===== src/rtl/lkv_pkg.sv =====
package lkv_pkg;

  // table geometry
  localparam int CAPACITY   = 256;
  localparam int KEY_BITS   = 8;
  localparam int VALUE_BITS = 32;
  localparam int COUNT_BITS = $clog2(CAPACITY + 1);

  // cells are reduced in groups so that no combining stage spans the whole row
  localparam int GROUP_SIZE = 8;
  localparam int NUM_GROUPS = (CAPACITY + GROUP_SIZE - 1) / GROUP_SIZE;

  typedef logic [KEY_BITS-1:0]          key_t;
  typedef logic signed [VALUE_BITS-1:0] value_t;
  typedef logic [COUNT_BITS-1:0]        count_t;

  localparam count_t CAP_COUNT = count_t'(CAPACITY);

  // request codes; the unused code behaves as a lookup
  typedef enum logic [1:0] {
    ACT_LOOKUP = 2'd0,
    ACT_PUT    = 2'd1,
    ACT_REMOVE = 2'd2
  } action_e;

  // request word
  typedef struct packed {
    logic [1:0] action;
    key_t       key;
    value_t     value;
  } req_t;

  // result word
  typedef struct packed {
    logic   found;
    value_t value_out;
    logic   rejected;
    count_t entry_count;
  } rsp_t;

  // broadcast commands to the cell row
  typedef struct packed {
    logic cmp;
    logic update;
    logic append;
    logic shift;
  } cell_ctrl_t;

  // combined lookup outcome from the reduction tree
  typedef struct packed {
    logic   hit;
    value_t value;
  } sum_t;

  typedef enum logic [2:0] {
    ST_IDLE,
    ST_CMP,
    ST_RED,
    ST_SUM,
    ST_UPD
  } state_e;

endpackage


===== src/rtl/lkv_cell.sv =====
module lkv_cell (
  input  logic                clk_i,
  input  logic                rst_ni,
  input  lkv_pkg::cell_ctrl_t ctrl_i,
  input  lkv_pkg::key_t       req_key_i,
  input  lkv_pkg::value_t     req_value_i,
  input  logic                prev_valid_i,
  input  logic                next_valid_i,
  input  lkv_pkg::key_t       next_key_i,
  input  lkv_pkg::value_t     next_value_i,
  input  logic                seen_i,
  output logic                valid_o,
  output lkv_pkg::key_t       key_o,
  output lkv_pkg::value_t     value_o,
  output logic                match_o,
  output logic                seen_o
);
  import lkv_pkg::*;

  logic   valid_q;
  key_t   key_q;
  value_t value_q;
  logic   match_q;
  logic   tail;
  logic   take_next;

  // first free slot sits right after the last occupied one
  assign tail      = prev_valid_i && !valid_q;
  // a match at or before this slot pulls the neighbour's entry down
  assign seen_o    = seen_i || match_q;
  assign take_next = ctrl_i.shift && seen_o;

  // key compare, held until the next request
  always_ff @(posedge clk_i or negedge rst_ni) begin
    if (!rst_ni) begin
      match_q <= 1'b0;
    end else if (ctrl_i.cmp) begin
      match_q <= valid_q && (key_q == req_key_i);
    end
  end

  // occupancy
  always_ff @(posedge clk_i or negedge rst_ni) begin
    if (!rst_ni) begin
      valid_q <= 1'b0;
    end else if (take_next) begin
      valid_q <= next_valid_i;
    end else if (ctrl_i.append && tail) begin
      valid_q <= 1'b1;
    end
  end

  // entry contents
  always_ff @(posedge clk_i) begin
    if (take_next) begin
      key_q   <= next_key_i;
      value_q <= next_value_i;
    end else if (ctrl_i.append && tail) begin
      key_q   <= req_key_i;
      value_q <= req_value_i;
    end else if (ctrl_i.update && match_q) begin
      value_q <= req_value_i;
    end
  end

  assign valid_o = valid_q;
  assign key_o   = key_q;
  assign value_o = value_q;
  assign match_o = match_q;

endmodule


===== config.mk =====
export PLATFORM = sky130hd
export DESIGN_NAME = lkv_cell
export DESIGN_NICKNAME = d
export VERILOG_FILES = /design/src/rtl/lkv_pkg.sv /design/src/rtl/lkv_cell.sv
export SDC_FILE = /design/constraint.sdc
export NUM_CORES = 1
export LEC_CHECK = 0
export BUFFER_PORTS_ARGS = -buffer_cell sky130_fd_sc_hd__buf_2
export CAP_MARGIN = 30
export CORE_AREA = 2 2 75 77
export DETAILED_ROUTE_END_ITERATION = 10
export DIE_AREA = 0 0 77 79
export PLACE_DENSITY_LB_ADDON = 0.12
export SLEW_MARGIN = 10
export SYNTH_ARGS = -nofsm -noshare
export SYNTH_HDL_FRONTEND = slang
export SYNTH_SLANG_ARGS = --single-unit

===== constraint.sdc =====
create_clock -name clk_i -period 2 [get_ports clk_i]
set_input_delay 0.4 -clock clk_i [delete_from_list [all_inputs] [get_ports clk_i]]
set_output_delay 0.4 -clock clk_i [all_outputs]
set_load 0.02 [all_outputs]

Yosys cells after proc, flatten, opt, wreduce, memory -nomap -nowiden
Index checks and enable logic that the tools add are counted.

cells by class
  multiplexer cells = 7
  order comparisons = 0
  bitwise logic cells = 0
  $mul = 0
  shifts and indexed selects = 0
  $add $sub $neg = 0
  equality and inequality tests = 1
  div/mod/pow operators = 0
  reduce and logical (&&, ||, !) cells = 9

operators with widths
  kind                 count
  2-to-1 mux 32 bit    3
  2-to-1 mux 8 bit     2
  equality test 8 bit  1
  logical AND 1 bit    5
  nonzero test 3 bit   1
  2-to-1 mux 1 bit     2
  nonzero test 2 bit   1
  logical NOT 1 bit    1
  logical OR 1 bit     1

storage, ports and cells
  ROM bits = 0
  bits in latches = 0
  register bits = 42
  word-level logic and storage cells = 21
  memories kept = 0
  output and inout port bits = 43
  RAM bits = 0

Depth between registers and ports, before layout
  word-level depth = 5
  gate-level depth with buffers = 4

Worst setup path after synthesis
No wires, ideal clock.

  kind = register to register
  start = register match_q, in the netlist match_o
  end = register value_q[0], in the netlist value_o[0] (enable)
  arrival time = 1.699 ns
  required time = 1.612 ns
  setup slack = -0.087 ns
  setup time = 0.388 ns
  cell stages (with the launch flop) = 5
  buffers on the path = 1
  cell sequence = dfrtp_1 > o21ai_4 > buf_6 > o21ai_2 > a21o_1

on the way
  cells in the longest elaborated chain, start to end = 3
  elaborated cells between the ends (all ways) = 4
  those cells by class = 4 x reduce/logical

ends and longest elaborated chain
  item                              RTL line        RTL
  start, declared                   lkv_cell.sv:23  logic match_q;
  start signal, assigned            lkv_cell.sv:38  match_q <= valid_q && (key_q == req_key_i);
  logical OR 1 bit                  lkv_cell.sv:30  assign seen_o = seen_i || match_q;
  logical AND 1 bit                 lkv_cell.sv:31  assign take_next = ctrl_i.shift && seen_o;
  nonzero test 3 bit (no line) (*)  n/a
  end signal, assigned              lkv_cell.sv:57  value_q <= next_value_i;
  end signal, assigned              lkv_cell.sv:60  value_q <= req_value_i;
  end signal, assigned              lkv_cell.sv:62  value_q <= req_value_i;
  end, declared                     lkv_cell.sv:22  value_t value_q;

Every way passes the cells marked *; elsewhere a longest branch is shown, timed or not.
A chain may end at the register's enable or synchronous reset.

Worst setup path in the final report
  start = register match_q, in the netlist match_o
  end = register value_q[9], in the netlist value_o[9] (data pin)

on the way
  cells in the longest elaborated chain, start to end = 3

ends and longest elaborated chain
  item               RTL line        RTL
  logical OR 1 bit   lkv_cell.sv:30
  logical AND 1 bit  lkv_cell.sv:31
  2-to-1 mux 32 bit  lkv_cell.sv:55  if (take_next) begin

Every way passes these cells.

==> out/summary.md <==
The flow ran to the end, and the final reports show no timing, DRC or antenna violations. The worst path in the final design needs a cycle of 1.62 ns, including I/O delays and setup. For the leakage power figure, the log shows 1.19 nW.

STA classifies the critical path startpoint as a register. The highest ir drop seen on vdd is 0.000277 V, and the first-pass iteration count of the detailed router is 4. For the worst slew margin relative to its limit, the log shows 50.9%. The number of vias per cell is 4.31, and the largest net degree at the start of global routing is 33. In this run the critical register-to-register path is launched from match_o. Final count of hold timing violations: 0.

At the later pin of the worst-skew pair, clock insertion delay measures 0.28 ns. TritonCTS built the clock tree. The logs give 1421 for the number of global-route vias before repair and 0 for the quantity of gates resized following cts. In this run the standard cell core region covers 5340 um^2. Die boundary height: 79 um.

Combinational logic is responsible for 18.8% of the overall power. Of the cells placed in the final design, the portion with a size suffix greater than 1 is 74.0%. Power comes to 1.94 mW. Global routing finished with a remaining overflow of 0. Counting along the longest clock path gives a buffer depth of 2. The worst hold path was traced through 2 stages.

The most common cell after layout, fill and taps aside was buf_2. The cts-stage hold buffer count was 1; the number of buffer cells added on primary ports was 131. The depth of the worst register-to-register path was 3; the post-CTS setup repair buffer count was 0. The layer with the highest usage after global routing was met2. In this run, synthesis produced a sequential element count of 42. The routed layout has 1370 vias. The largest fanout of any net on the critical path was 26; the net switching power of the design was 0.475 mW.

The iteration-0 DRC count of the detailed router is 31, and the maximum clock rate is 0.616 GHz. The CTS buffer count was 5. The startpoint identified for the worst hold timing path is ctrl_i[3]. The area enclosed by the die boundary is 6080 um^2. The number of pins with negative max-slew slack in the final report is 0, and the register-to-register path setup slack is 0.38 ns. The starting utilization of the core area came out at 35.7%. The register share of total power is 54.9%. For this run, the total global-route usage over all layers was measured as 13.4%.

The number of nets still failing antenna checks after routing came out at 0. Transition time at the pin with the least slew margin: 0.736 ns. The I/O pin total is 132, and the deepest level of the CTS H-tree is 2.

Internal power comes to 1.46 mW. The path category of the worst min-delay check is in -> reg. The repair_antennas step left the layout with diodes totalling 0. The worst hold path terminates at match_o.

In the layout the commonest cells are buf_2, edfxtp_1, mux2_2, xnor2_1, clkbuf_8. The number of antenna violations at the first check in global routing was 0; the share of the cycle needed by the critical path after routing was 81.2%. The first-pass GRT wire length was 6310 um. Max-cap violations in this run came to 0. The tools report the maximum clock skew at final layout as 0.00239 ns. The number of nets in the final layout is 334, and the data arrival at the endpoint of the critical path is 1.66 ns. For the post-route setup TNS, the log shows 0 ns. The power density normalized to cell area is 712 nW/um^2.

Of the synthesized area, sequential elements account for 65.6%. Setup repair after global routing left no endpoint under its margin. Net switching is 24.5% of the power. In this run the core area contains 27 standard-cell rows.

For the met2 global-route usage, the log shows 23.6%. Setup violations remaining at the end of the flow were counted as 0. The area growth from synthesis to layout is 42.5%. The worst endpoint required time is 2.04 ns.

The worst setup path is captured at a register. When the netlist entered floorplanning its net count stood at 196. The congestion estimate from routability-driven global placement came to 0.750. The endpoint identified for the worst register-to-register timing path is value_o[9]. The wire-length estimate of the detail-placed layout is 3090 um.

The number of clock sinks came out at 42. The critical path in this run is classified as reg -> reg. For met3 alone, demand over resource in global routing was 4.66%. Clock-pin slew was measured on the worst setup and hold paths at 0.07 ns. The die width came out at 77 um.

The synthesized area per cell was 17.8 um^2; the number of distinct standard cells referenced by the synthesized netlist was 18. In the synthesized netlist, the number of instances is 107. The average detailed-routed wire length per instance is 12.5 um. For the synthesis warning total, the log shows 0. The tools report the clock root buffer master as clkbuf_8. In the routed design, unresolved DRC markers number 0. The final layout contains routed wiring with a total length of 3980 um. The run gives 15.2% as the met1 global-route usage.

For the netlist area before placement, the log shows 1910 um^2. Of the total power, the clock network draws 26.3%.
-- synthesized netlist by cell type --
cell type  count  area share (%)
a21o_1         1            0.39
o32ai_1        1            0.46
o21ai_2        1            0.46
nand2_1        1            0.20
buf_6          2             1.2
dfrtp_1        2             2.6
inv_1          1            0.20
a21oi_1        2            0.52
nand3_1        2            0.52
clkbuf_8       2             1.4
nor2_1         1            0.20
or2_2          1            0.33
edfxtp_1      40              63
mux2_1         2             1.2
nand4_1        1            0.33
mux2_2        38              22
o21ai_4        1            0.85
xnor2_1        8             3.7
-- per-stage QoR --
stage	setup WS, ns	instances	utilization (%)	hold slack (ns)	area (um^2)
after floorplan	0.168	107	-	0.104	1910
after global placement	0.317	309	49.2	0.193	2630
after detailed placement	0.326	309	49.2	0.190	2630
after CTS	0.347	318	50.9	0.306	2720
after global routing	0.252	318	50.9	0.313	2720
final	0.376	318	50.9	0.321	2720
-- area by class of cell --
class | count | area [um^2]
fillers | 511 | 2620
flip-flops and latches | 42 | 1250
repair buffers | 135 | 688
multi-input cells | 60 | 603
well taps | 72 | 90.1
clock buffers | 6 | 72.6
clock inverters | 2 | 8.76
inverters | 1 | 3.75
-- worst max-delay path by stage --
| stage | start | end |
|---|---|---|
| after floorplan | match_o | value_o[0] |
| after global placement | ctrl_i[1] | value_o[10] |
| after detailed placement | ctrl_i[1] | value_o[10] |
| after CTS | match_o | value_o[5] |
| after global routing | match_o | value_o[2] |
| final | match_o | value_o[9] |
-- kinds of logic (layout without fill, tap and decap cells) --
logic type      count (synthesis)  after routing  share of synthesized area (%)
xor+xnor                        8              8                           3.67
flops                          42             42                           65.6
mux                            40             40                           23.6
compound gates                  6              6                           2.69
buf+inv                         5            144                           2.82
simple gates                    6              6                           1.57
-- worst max-delay path, cell delays in order, from the launching register on --
cell and delay (ns):
dfrtp_1 0.45, o21ai_4 0.20, buf_4 0.33, mux2_2 0.38
-- power by group through the flow --
stage                     sequential, mW  combinational (mW)  clock [mW]
after global placement              1.08               0.367           0
after global routing                1.07               0.398       0.571
final                               1.06               0.365       0.509
after detailed placement            1.08               0.369           0
after floorplan                     1.16               0.133           0
after CTS                           1.06               0.372       0.535
-- sequential cells by signal, summed over array words and instances (netlist names) --
name,count
key_o,8
valid_o,1
value_o,32
match_o,1
-- layer usage --
layer	share of wire (%)	wire length, um
met3	8.0	317
met5	0	0
met4	0.48	19
met1	41	1650
met2	50	2000
(Power assumes the default switching activity.)
